==> src/rtl/core/assert_macros.svh <==
// Assertion macros for the Ascon engine RTL.
`ifndef ASSERT_MACROS_SVH
`define ASSERT_MACROS_SVH

// Concurrent assertion on an explicit clock and active-low reset.
`define ASC_ASSERT_CLK(lbl, clk, rstn, prop, msg) \
  lbl: assert property (@(posedge clk) disable iff (!(rstn)) (prop)) else $error(msg);

// Concurrent assertion on the usual clk_i / rst_ni pair.
`define ASC_ASSERT(lbl, prop, msg) \
  `ASC_ASSERT_CLK(lbl, clk_i, rst_ni, prop, msg)

`endif

==> src/rtl/core/asc_pkg.sv <==
// Types, constants and helper functions of the Ascon-AEAD128 engine.
`default_nettype none

package asc_pkg;

  typedef logic [4:0][63:0] state_t;

  typedef enum logic [2:0] {
    OP_START  = 3'd0,
    OP_AD     = 3'd1,
    OP_ENC    = 3'd2,
    OP_DEC    = 3'd3,
    OP_FINISH = 3'd4
  } op_e;

  localparam logic REG_KEY_LOW  = 1'b0;
  localparam logic REG_KEY_HIGH = 1'b1;

  localparam logic [63:0] ASCON_IV   = 64'h00001000808c0001;
  localparam logic [63:0] DOMAIN_BIT = 64'h8000000000000000;

  localparam logic [4:0] FULL_BYTES = 5'd16;

  // Round index of the first round for 12 and 8 rounds, and of the last one.
  localparam logic [3:0] RND_12   = 4'd0;
  localparam logic [3:0] RND_8    = 4'd4;
  localparam logic [3:0] RND_LAST = 4'd11;

  localparam logic [7:0] RC [12] = '{
    8'hf0, 8'he1, 8'hd2, 8'hc3, 8'hb4, 8'ha5,
    8'h96, 8'h87, 8'h78, 8'h69, 8'h5a, 8'h4b
  };

  // All bytes below n are set.
  function automatic logic [127:0] byte_mask(input logic [4:0] n);
    logic [127:0] m;
    for (int i = 0; i < 16; i++) begin
      m[8*i +: 8] = (5'(i) < n) ? 8'hff : 8'h00;
    end
    return m;
  endfunction

  // A one in the low bit of byte n; nothing when the block is full.
  function automatic logic [127:0] pad_bit(input logic [4:0] n);
    logic [127:0] p;
    p = '0;
    for (int i = 0; i < 16; i++) begin
      p[8*i] = (5'(i) == n);
    end
    return p;
  endfunction

endpackage

`default_nettype wire

==> src/rtl/core/asc_if.sv <==
// Valid/ready stream interfaces for the engine's input and result channels.
`default_nettype none

interface asc_in_if;
  logic        valid;
  logic        ready;
  logic [2:0]  opcode;
  logic [63:0] block_low;
  logic [63:0] block_high;
  logic [4:0]  byte_count;

  modport source (output valid, opcode, block_low, block_high, byte_count, input ready);
  modport sink   (input valid, opcode, block_low, block_high, byte_count, output ready);
endinterface

interface asc_out_if;
  logic        valid;
  logic        ready;
  logic [63:0] data_low;
  logic [63:0] data_high;
  logic        status;

  modport source (output valid, data_low, data_high, status, input ready);
  modport sink   (input valid, data_low, data_high, status, output ready);
endinterface

`default_nettype wire

==> src/rtl/core/ascon_aead128_engine.sv <==
// Ascon-AEAD128 engine: sequencer around one shared permutation round.
//
// The key is written through cfg_we_i / cfg_idx_i / cfg_data_i (index 0 holds
// key bytes 0 to 7, index 1 bytes 8 to 15); the user must write it only
// while the engine is idle, which the block itself does not enforce.
// Each input beat carries an opcode and a 16-byte block; each one gives
// exactly one result beat with data and a status bit (1 = sequence error,
// state untouched). A start beat loads key and nonce, associated data and
// text beats absorb one block, and a finish beat returns the tag.
// One round is computed per cycle in a single round unit. Start and finish
// run the full permutation, associated data and full text blocks the shorter
// one; empty associated data, partial text blocks and errors run none. A text
// or finish beat that closes non-empty associated data of a multiple of 16
// bytes first runs the shorter one on the padding block.
// The engine holds one item at a time: in_i.ready is high only while it is
// idle. A stalled result holds in the output register until out_o.ready,
// and no new beat is taken meanwhile.
// Reset clears the state, the key and the phase; only start is accepted
// without a sequence error afterwards.
`default_nettype none

module ascon_aead128_engine (
  input  logic        clk_i,
  input  logic        rst_ni,
  input  logic        cfg_we_i,
  input  logic        cfg_idx_i,
  input  logic [63:0] cfg_data_i,
  asc_in_if.sink      in_i,
  asc_out_if.source   out_o
);

  typedef enum logic [2:0] {
    ST_IDLE, ST_PERM, ST_DATA, ST_FIN, ST_POST, ST_OUT
  } st_e;

  typedef enum logic [2:0] {
    PH_IDLE  = 3'd0,
    PH_START = 3'd1,
    PH_AD    = 3'd2,
    PH_ENC   = 3'd3,
    PH_DEC   = 3'd4
  } phase_e;

  st_e             st_q, st_d, nxt_q, nxt_d;
  phase_e          phase_q, phase_d;
  asc_pkg::state_t s_q, s_d, rnd_out;
  logic [3:0]      rnd_q, rnd_d;
  logic [3:0]      po_q, po_d;
  logic            ps_q, ps_d, as_q, as_d, close_q, close_d;
  logic [63:0]     key_lo_q, key_lo_d, key_hi_q, key_hi_d;
  logic [127:0]    blk_q, blk_d, data_q, data_d;
  logic [4:0]      n_q, n_d;
  logic [2:0]      op_q, op_d;
  logic            status_q, status_d;

  logic [4:0]      n_in, off;
  logic [127:0]    blk_in, m_in, m, b, s01, s01_in, pad_fin;
  logic            err_now, close_now, pad_now;

  asc_round u_round (
    .state_i (s_q),
    .rnd_i   (rnd_q),
    .state_o (rnd_out)
  );

  always_comb begin
    n_in      = (in_i.byte_count > asc_pkg::FULL_BYTES) ? asc_pkg::FULL_BYTES
                                                        : in_i.byte_count;
    blk_in    = {in_i.block_high, in_i.block_low};
    m_in      = asc_pkg::byte_mask(n_in);
    s01       = {s_q[1], s_q[0]};
    s01_in    = s01 ^ (blk_in & m_in) ^ asc_pkg::pad_bit(n_in);
    m         = asc_pkg::byte_mask(n_q);
    b         = blk_q & m;
    off       = close_q ? 5'd0 : {1'b0, po_q};
    pad_fin   = asc_pkg::pad_bit(off);
    close_now = (phase_q == PH_START) || (phase_q == PH_AD);
    // Associated data of whole blocks still owes its padding block.
    pad_now   = (phase_q == PH_AD) && as_q && !ps_q;

    err_now = 1'b0;
    unique case (in_i.opcode)
      asc_pkg::OP_START:  err_now = 1'b0;
      asc_pkg::OP_AD:     err_now = !((phase_q == PH_START) ||
                                      ((phase_q == PH_AD) && !ps_q));
      asc_pkg::OP_ENC:    err_now = (phase_q == PH_DEC) || ((phase_q == PH_ENC) && ps_q);
      asc_pkg::OP_DEC:    err_now = (phase_q == PH_ENC) || ((phase_q == PH_DEC) && ps_q);
      asc_pkg::OP_FINISH: err_now = 1'b0;
      default:            err_now = 1'b1;
    endcase
    if ((phase_q == PH_IDLE) && (in_i.opcode != asc_pkg::OP_START)) begin
      err_now = 1'b1;
    end
  end

  always_comb begin
    st_d     = st_q;
    nxt_d    = nxt_q;
    phase_d  = phase_q;
    s_d      = s_q;
    rnd_d    = rnd_q;
    po_d     = po_q;
    ps_d     = ps_q;
    as_d     = as_q;
    close_d  = close_q;
    blk_d    = blk_q;
    n_d      = n_q;
    op_d     = op_q;
    data_d   = data_q;
    status_d = status_q;
    key_lo_d = key_lo_q;
    key_hi_d = key_hi_q;

    if (cfg_we_i) begin
      if (cfg_idx_i == asc_pkg::REG_KEY_LOW) begin
        key_lo_d = cfg_data_i;
      end else begin
        key_hi_d = cfg_data_i;
      end
    end

    unique case (st_q)
      ST_IDLE: begin
        if (in_i.valid) begin
          blk_d    = blk_in;
          n_d      = n_in;
          op_d     = in_i.opcode;
          data_d   = '0;
          status_d = err_now;
          close_d  = close_now;
          st_d     = ST_OUT;
          if (!err_now) begin
            unique case (in_i.opcode)
              asc_pkg::OP_START: begin
                s_d     = {in_i.block_high, in_i.block_low, key_hi_q, key_lo_q,
                           asc_pkg::ASCON_IV};
                rnd_d   = asc_pkg::RND_12;
                nxt_d   = ST_POST;
                st_d    = ST_PERM;
                phase_d = PH_START;
                po_d    = 4'd0;
                ps_d    = 1'b0;
                as_d    = 1'b0;
              end
              asc_pkg::OP_AD: begin
                phase_d = PH_AD;
                if ((n_in == 5'd0) && !as_q) begin
                  // Empty associated data only closes the phase.
                  ps_d = 1'b1;
                end else begin
                  as_d  = as_q || (n_in != 5'd0);
                  ps_d  = (n_in != asc_pkg::FULL_BYTES);
                  s_d[0] = s01_in[63:0];
                  s_d[1] = s01_in[127:64];
                  rnd_d = asc_pkg::RND_8;
                  nxt_d = ST_OUT;
                  st_d  = ST_PERM;
                end
              end
              default: begin
                // Text and finish beats.
                if (pad_now) begin
                  s_d[0] = s_q[0] ^ 64'd1;
                  rnd_d  = asc_pkg::RND_8;
                  nxt_d  = (in_i.opcode == asc_pkg::OP_FINISH) ? ST_FIN : ST_DATA;
                  st_d   = ST_PERM;
                end else begin
                  st_d = (in_i.opcode == asc_pkg::OP_FINISH) ? ST_FIN : ST_DATA;
                end
              end
            endcase
          end
        end
      end
      ST_PERM: begin
        s_d   = rnd_out;
        rnd_d = rnd_q + 4'd1;
        if (rnd_q == asc_pkg::RND_LAST) begin
          st_d = nxt_q;
        end
      end
      ST_DATA: begin
        if (close_q) begin
          s_d[4] = s_q[4] ^ asc_pkg::DOMAIN_BIT;
          ps_d   = 1'b0;
          po_d   = 4'd0;
        end
        data_d = (s01 ^ b) & m;
        if (op_q == asc_pkg::OP_ENC) begin
          s_d[0]  = s_q[0] ^ b[63:0];
          s_d[1]  = s_q[1] ^ b[127:64];
          phase_d = PH_ENC;
        end else begin
          s_d[0]  = (s_q[0] & ~m[63:0]) | b[63:0];
          s_d[1]  = (s_q[1] & ~m[127:64]) | b[127:64];
          phase_d = PH_DEC;
        end
        if (n_q == asc_pkg::FULL_BYTES) begin
          rnd_d = asc_pkg::RND_8;
          nxt_d = ST_OUT;
          st_d  = ST_PERM;
        end else begin
          ps_d = 1'b1;
          po_d = n_q[3:0];
          st_d = ST_OUT;
        end
      end
      ST_FIN: begin
        s_d[0] = s_q[0] ^ pad_fin[63:0];
        s_d[1] = s_q[1] ^ pad_fin[127:64];
        s_d[2] = s_q[2] ^ key_lo_q;
        s_d[3] = s_q[3] ^ key_hi_q;
        if (close_q) begin
          s_d[4] = s_q[4] ^ asc_pkg::DOMAIN_BIT;
        end
        rnd_d = asc_pkg::RND_12;
        nxt_d = ST_POST;
        st_d  = ST_PERM;
      end
      ST_POST: begin
        s_d[3] = s_q[3] ^ key_lo_q;
        s_d[4] = s_q[4] ^ key_hi_q;
        if (op_q == asc_pkg::OP_FINISH) begin
          data_d  = {s_q[4] ^ key_hi_q, s_q[3] ^ key_lo_q};
          phase_d = PH_IDLE;
          po_d    = 4'd0;
          ps_d    = 1'b0;
          as_d    = 1'b0;
        end
        st_d = ST_OUT;
      end
      ST_OUT: begin
        if (out_o.ready) begin
          st_d = ST_IDLE;
        end
      end
      default: st_d = ST_IDLE;
    endcase
  end

  always_ff @(posedge clk_i or negedge rst_ni) begin
    if (!rst_ni) begin
      st_q     <= ST_IDLE;
      nxt_q    <= ST_OUT;
      phase_q  <= PH_IDLE;
      s_q      <= '0;
      rnd_q    <= 4'd0;
      po_q     <= 4'd0;
      ps_q     <= 1'b0;
      as_q     <= 1'b0;
      close_q  <= 1'b0;
      blk_q    <= '0;
      n_q      <= 5'd0;
      op_q     <= asc_pkg::OP_START;
      data_q   <= '0;
      status_q <= 1'b0;
      key_lo_q <= '0;
      key_hi_q <= '0;
    end else begin
      st_q     <= st_d;
      nxt_q    <= nxt_d;
      phase_q  <= phase_d;
      s_q      <= s_d;
      rnd_q    <= rnd_d;
      po_q     <= po_d;
      ps_q     <= ps_d;
      as_q     <= as_d;
      close_q  <= close_d;
      blk_q    <= blk_d;
      n_q      <= n_d;
      op_q     <= op_d;
      data_q   <= data_d;
      status_q <= status_d;
      key_lo_q <= key_lo_d;
      key_hi_q <= key_hi_d;
    end
  end

  assign in_i.ready      = (st_q == ST_IDLE);
  assign out_o.valid     = (st_q == ST_OUT);
  assign out_o.data_low  = data_q[63:0];
  assign out_o.data_high = data_q[127:64];
  assign out_o.status    = status_q;

`include "assert_macros.svh"

  `ASC_ASSERT(a_one_item, in_i.ready |-> !out_o.valid, "input taken while a result is pending")
  `ASC_ASSERT(a_err_zero,
              (out_o.valid && out_o.status) |->
                (out_o.data_low == 64'd0 && out_o.data_high == 64'd0),
              "error result carries data")
  `ASC_ASSERT(a_rnd_step,
              (st_q == ST_PERM && rnd_q != asc_pkg::RND_LAST) |=>
                (st_q == ST_PERM && rnd_q == $past(rnd_q) + 4'd1),
              "round sequence broken")

endmodule

`default_nettype wire

==> src/rtl/core/asc_round.sv <==
// One Ascon permutation round: constant addition, S-box layer, linear layer.
`default_nettype none

module asc_round (
  input  asc_pkg::state_t state_i,
  input  logic [3:0]      rnd_i,
  output asc_pkg::state_t state_o
);

  function automatic logic [63:0] rotr(input logic [63:0] x, input int unsigned n);
    return (x >> n) | (x << (64 - n));
  endfunction

  logic [63:0] s2;
  logic [63:0] x0, x1, x2, x3, x4;
  logic [63:0] t0, t1, t2, t3, t4;
  logic [63:0] u0, u1, u2, u3;

  always_comb begin
    s2 = state_i[2] ^ {56'd0, asc_pkg::RC[rnd_i]};
    x0 = state_i[0] ^ state_i[4];
    x4 = state_i[4] ^ state_i[3];
    x2 = s2 ^ state_i[1];
    x1 = state_i[1];
    x3 = state_i[3];
    t0 = x0 ^ (~x1 & x2);
    t1 = x1 ^ (~x2 & x3);
    t2 = x2 ^ (~x3 & x4);
    t3 = x3 ^ (~x4 & x0);
    t4 = x4 ^ (~x0 & x1);
    u1 = t1 ^ t0;
    u3 = t3 ^ t2;
    u0 = t0 ^ t4;
    u2 = ~t2;
    state_o[0] = u0 ^ rotr(u0, 19) ^ rotr(u0, 28);
    state_o[1] = u1 ^ rotr(u1, 61) ^ rotr(u1, 39);
    state_o[2] = u2 ^ rotr(u2, 1)  ^ rotr(u2, 6);
    state_o[3] = u3 ^ rotr(u3, 10) ^ rotr(u3, 17);
    state_o[4] = t4 ^ rotr(t4, 7)  ^ rotr(t4, 41);
  end

endmodule

`default_nettype wire

==> src/flat_wrapper.sv <==
// flat-port wrapper written by rule: the top's interface ports become plain ports
module ascon_aead128_engine_flat 
  (clk_i, rst_ni, cfg_we_i, cfg_idx_i, cfg_data_i, in_i_valid, in_i_opcode, in_i_block_low, in_i_block_high, in_i_byte_count, in_i_ready, out_o_valid, out_o_data_low, out_o_data_high, out_o_status, out_o_ready);
  asc_in_if in_i_i ();
  asc_out_if out_o_i ();
  input  logic clk_i;
  input  logic rst_ni;
  input  logic cfg_we_i;
  input  logic cfg_idx_i;
  input  logic [63:0] cfg_data_i;
  input wire logic [$bits(in_i_i.valid)-1:0] in_i_valid;
  input wire logic [$bits(in_i_i.opcode)-1:0] in_i_opcode;
  input wire logic [$bits(in_i_i.block_low)-1:0] in_i_block_low;
  input wire logic [$bits(in_i_i.block_high)-1:0] in_i_block_high;
  input wire logic [$bits(in_i_i.byte_count)-1:0] in_i_byte_count;
  output wire logic [$bits(in_i_i.ready)-1:0] in_i_ready;
  output wire logic [$bits(out_o_i.valid)-1:0] out_o_valid;
  output wire logic [$bits(out_o_i.data_low)-1:0] out_o_data_low;
  output wire logic [$bits(out_o_i.data_high)-1:0] out_o_data_high;
  output wire logic [$bits(out_o_i.status)-1:0] out_o_status;
  input wire logic [$bits(out_o_i.ready)-1:0] out_o_ready;
  assign in_i_i.valid = in_i_valid;
  assign in_i_i.opcode = in_i_opcode;
  assign in_i_i.block_low = in_i_block_low;
  assign in_i_i.block_high = in_i_block_high;
  assign in_i_i.byte_count = in_i_byte_count;
  assign in_i_ready = in_i_i.ready;
  assign out_o_valid = out_o_i.valid;
  assign out_o_data_low = out_o_i.data_low;
  assign out_o_data_high = out_o_i.data_high;
  assign out_o_status = out_o_i.status;
  assign out_o_i.ready = out_o_ready;
  ascon_aead128_engine u_core (.clk_i(clk_i), .rst_ni(rst_ni), .cfg_we_i(cfg_we_i), .cfg_idx_i(cfg_idx_i), .cfg_data_i(cfg_data_i), .in_i(in_i_i), .out_o(out_o_i));
endmodule
==> config.mk <==
export PLATFORM = sky130hd
export DESIGN_NAME = ascon_aead128_engine_flat
export DESIGN_NICKNAME = d
export VERILOG_FILES = /design/src/rtl/core/asc_pkg.sv /design/src/rtl/core/asc_if.sv /design/src/rtl/core/ascon_aead128_engine.sv /design/src/rtl/core/asc_round.sv /design/src/flat_wrapper.sv
export VERILOG_INCLUDE_DIRS = /design/src /design/src/rtl/core
export SDC_FILE = /design/constraint.sdc
export NUM_CORES = 2
export LEC_CHECK = 0
export BUFFER_PORTS_ARGS = -buffer_cell sky130_fd_sc_hd__buf_2
export CORE_UTILIZATION = 45
export CTS_BUF_LIST = sky130_fd_sc_hd__clkbuf_8
export DETAILED_ROUTE_END_ITERATION = 8
export RECOVER_POWER = 100
export SLEW_MARGIN = 5
export SYNTH_ARGS = -nofsm -noshare
export SYNTH_HDL_FRONTEND = slang
export SYNTH_SLANG_ARGS = --single-unit
==> constraint.sdc <==
create_clock -name clk_i -period 2.95 [get_ports clk_i]
set_clock_uncertainty 0.1 [all_clocks]
set_input_delay 0.295 -clock clk_i [delete_from_list [all_inputs] [get_ports clk_i]]
set_output_delay 0.295 -clock clk_i [all_outputs]
set_load 0.02 [all_outputs]
# Word level (Yosys, flattened, before mapping)
# Memory sizes are Yosys's and may differ from the RTL's.
# Index checks and enable logic that the tools add are counted.
# classes
bitwise	68
n_addsub	1
mux	104
eq_ne	60
n_reduce_logical	49
n_lt_le_gt_ge	34
# ops
op	n
bitwise XOR 64 bit	27
2-to-1 mux 320 bit	2
2-to-1 mux 128 bit	4
NOT 64 bit	8
one-hot mux 128 bit (4 select lines)	1
one-hot mux 64 bit (4 select lines)	2
bitwise AND 64 bit	7
bitwise AND 128 bit	3
one-hot mux 128 bit (3 select lines)	1
2-to-1 mux 8 bit	34
one-hot mux 64 bit (2 select lines)	2
bitwise XOR 128 bit	2
2-to-1 mux 192 bit	1
one-hot mux 64 bit (3 select lines)	1
OR 64 bit	2
bitwise XOR 128 x 121 -> 128 bit	1
bitwise XOR 64 x 57 -> 64 bit	2
== test 4 x 5 -> 1 bit (first input constant)	16
< comparator 4 x 5 -> 1 bit (first input constant)	16
2-to-1 mux 64 bit	1
OR 23 x 64 -> 64 bit	1
OR 25 x 64 -> 64 bit	1
OR 3 x 64 -> 64 bit	1
OR 36 x 64 -> 64 bit	1
58 further kinds	179
# word_totals
out_inout_bits	131
inputBits	206
rom_bits	128
word_cells	339
memories	1
register_bits	733
# memory_table
memory	words	width	read_ports	rd_ports_with_merged_regs	write_ports	line	source
(no name shown)	16	8	1	0	0	asc_round.sv:20	s2 = state_i[2] ^ {56'd0, asc_pkg::RC[rnd_i]};

# Depth between registers and ports, before layout
# logic_depth
word_depth	14
ltp_mapped	10
depth_no_buf	10

# Cells and area by module
# From an unflattened synthesis, not the netlist that was laid out.
# hier_totals
hier_cells	7030
hier_area_um2	57639.0
# modules_own_cells
module	instances	cells_each	area_each_um2	seq_area_each_um2
ascon_aead128_engine	1	5230	43043.8	18345.1
asc_round	1	1800	14595.2	0.0

# Worst setup path before layout
# Ideal clock, no wire load.
# synth_timing
path_type	register to register
startpoint	register u_core.s_q[215] (netlist name)
endpoint	register u_core.s_q, in the netlist u_core.s01[23]
path_buffers	1
setup_ns	0.121
arrival_time_ns	2.445
path_stages_with_launch	10
t_required_ns	2.729
slack_ns	0.284
synth_period_minus_slack_ns	2.666
path_cell_list	dfrtp_1 -> clkbuf_1 -> inv_1 -> ha_1 -> xor2_1 -> xnor2_1 -> xor3_1 -> a211oi_1 -> o21ai_1 -> a22o_1
# synth_via
elab_chain_cells	6
# synth_lines
element	line	source
from (decl)	ascon_aead128_engine.sv:46	asc_pkg::state_t s_q, s_d, rnd_out;
from (signal assigned)	ascon_aead128_engine.sv:246	s_q <= '0;
from (signal assigned)	ascon_aead128_engine.sv:263	s_q <= s_d;
bitwise XOR 64 bit	asc_round.sv:22	x4 = state_i[4] ^ state_i[3];
bitwise XOR 64 bit	asc_round.sv:30	t4 = x4 ^ (~x0 & x1);
bitwise XOR 64 bit	asc_round.sv:33	u0 = t0 ^ t4;
bitwise XOR 64 bit (2 in series)	asc_round.sv:35	state_o[0] = u0 ^ rotr(u0, 19) ^ rotr(u0, 28);
one-hot mux 128 bit (4 select lines)	ascon_aead128_engine.sv:122	unique case (st_q)
# Every way passes these cells.
# A chain may end at the register's enable or synchronous reset.

==> metrics <==
final wirelength 306000 µm; Clock Path Buffers 3; violated checks capacitance limit, slew limit, setup timing; area leader, netlist dfrtp_1; critical path endpoint category asynchronous set/reset pin; count leader, synth xnor2_1; WP data required between 3000 and 4000 ps; average vias per placed instance approximately 6; reg2reg setup slack ~10 ps; Mapped Cells just under 7000; Inst Count DP 9174; minimum period implied by the final worst setup slack approximately 3000 ps; largest net degree at the start of global routing 117; Hold Vio Cnt, Final 0; Max Cap Viol 3; RSZ-0062 raised after global routing no; kind of critical path primary input to asynchronous set/reset pin; Netlist cell types 81; post-route worst setup slack -20.1 ps; layout cells sized above 1 around 17%; clock root buffer clkbuf_8; Final Hold Slack around 67 ps; syn_nets a little over 7000; Avg Synthesized Cell Area roughly 8.3 µm²; DIE WIDTH about 360 µm; wire per inst around 32 µm; Tightest Pin Transition ~3100 ps; Tcrit/Tclk final 101%; GPL Wtd Cong between 1 and 1.5; CTS sink cnt 733; register area share after synthesis 32.0%; Synth top cells by count xnor2_1, nand2_1, a21oi_1; CORE AREA ~0.13 mm²; vias in the first global route about 55000; Post-Syn Area 0.0573 mm²; status finished with violations; top-area cell type share of the netlist area 31.9%; Synth async-reset ratio 100%; Slew headroom -105%; max-slew violations between 100 and 150; std cell rows between 100 and 150; first-pass GRT wire length between 400000 and 500000 µm; area grow syn2layout 23.7%; DR iter-0 viols roughly 8300; fillers approximately 12000; Nets between 8000 and 9000; Post-DRT Antenna Nets 0; drt pass-1 iters 8; grt total ovfl 0; CTS tree built; final core utilization 56.3%; Final Non-Filler Cells 9664; Post-synth EDFFs 0; crit-path max FO 21; register area ~0.018 mm²; Post-CTS Setup Repair Bufs 0; Die H about 360 µm; Setup-failing EPs final 25; # DRC 0; Port Buffers 336; number of antenna violations at the first check in global routing 13; vias a little under 60000; critical path startpoint category primary input; top_reg_cell synth dfrtp_1; ranking of synthesized cells by area dfrtp_1, xnor2_1, a21oi_1; TritonCTS Buffers ~140; clock-pin slew on the worst setup and hold paths 60 ps; Arr. time, crit path 3850 ps; Syn. warnings 0; die footprint ~0.13 mm²; Worst Hold Class primary input to flop; Multi-input gate area approximately 0.036 mm²; post-DP HPWL 228000 µm; f_max about 0.34 GHz; htree depth 4; Setup TNS -247 ps; # IOs 337; register bit total from synthesis 733; later-pin clock latency in the skew report 930 ps; Total Routing Usage GR around 47%; Initial Util 45.5%
placed cells by master, fill, tap and decap left out, drive strengths merged, types with 30 or more instances in the layout:
master       count
o32ai           61
a32oi           45
ha             129
dfrtp          731
inv            248
nor2           612
o211ai          56
xor2           408
nand2          850
a31oi           30
mux2i           53
xnor2         1143
a22oi          113
o22ai           37
a221oi          67
mux2           150
o31ai           67
maj3            36
a21oi          736
o21ai          528
dlygate4sd3    231
clkbuf         453
buf            860
a211oi          99
timing repair:
action / 4_1_cts / 5_1_grt
pin swaps: 0 / 0
endpoints found under the hold margin: 1193 / 0
gates resized for setup: 2 / 9
hold buffers: 232 / 0
endpoints found under the setup margin: 2 / 10
critical path: stages:
cell and delay, ps:
dlygate4sd3_1 520, clkbuf_1 2150, buf_12 290, clkbuf_2 510
layout make-up:
| type | instances | share of cell area (%) |
|---|---|---|
| Clock buffer | 188 | 3.65 |
| Tap cell | 1650 | 2.91 |
| Inverter | 217 | 1.15 |
| Antenna cell | 7 | 0.0247 |
| Multi-Input combinational cell | 5450 | 51.4 |
| Clock inverter | 63 | 0.604 |
| Timing Repair Buffer | 1356 | 14.3 |
| Sequential cell | 733 | 25.9 |
sequential cells by signal, summed over array words and instances, names as in the netlist, 4 cells and up:
name	flops
u_core.s_q	192
u_core.blk_q	128
u_core.data_q	128
u_core.s01	128
u_core.key_hi_q	64
u_core.key_lo_q	64
u_core.n_q	5
u_core.po_q	4
u_core.rnd_q	4
stage by stage:
| stage | setup WS [ps] | cell area (µm²) |
|---|---|---|
| after floorplan | 284 | 57300 |
| after global placement | 19.3 | 66200 |
| after detailed placement | 19.9 | 66200 |
| after CTS | 23.6 | 71500 |
| after global routing | 0.719 | 70800 |
| final | -20.1 | 70900 |
cells by family after synthesis:
logic type / Yosys count / synth area share, %
AOI/OAI and AO/OA: 1915 / 20.0
xor gates and xnor gates: 1577 / 24.8
adders and majority gates: 165 / 3.45
buffers and inverters: 711 / 4.77
DFF: 733 / 32.0
muxes: 203 / 3.88
and+or+nand+nor: 1590 / 11.1
worst paths after layout:
check / start / endpoint / cells past startpoint
min: cfg_data_i[59] / u_core.key_lo_q[59] / 3
min reg2reg: u_core.out_o.status / u_core.out_o.status / 2
max in group clk_i: u_core.n_q[1] / u_core.data_q[76] / 8
max reg2reg: u_core.n_q[1] / u_core.data_q[76] / 8
max: rst_ni / u_core.blk_q[35] / 4
min in group asynchronous: rst_ni / u_core.ps_q / 3
per-layer routing:
metal | vias up | track usage (%) | wire length (µm)
li1 | 25600 | - | -
met1 | 29000 | 61.3 | 121000
met2 | 4038 | 68.8 | 129000
met3 | 852 | 11.1 | 33400
met4 | 10 | 29.3 | 22000
met5 | - | 0 | 67
Power is not shown: default switching activity piles up to over one toggle a cycle in this logic, so the estimate is an artifact.
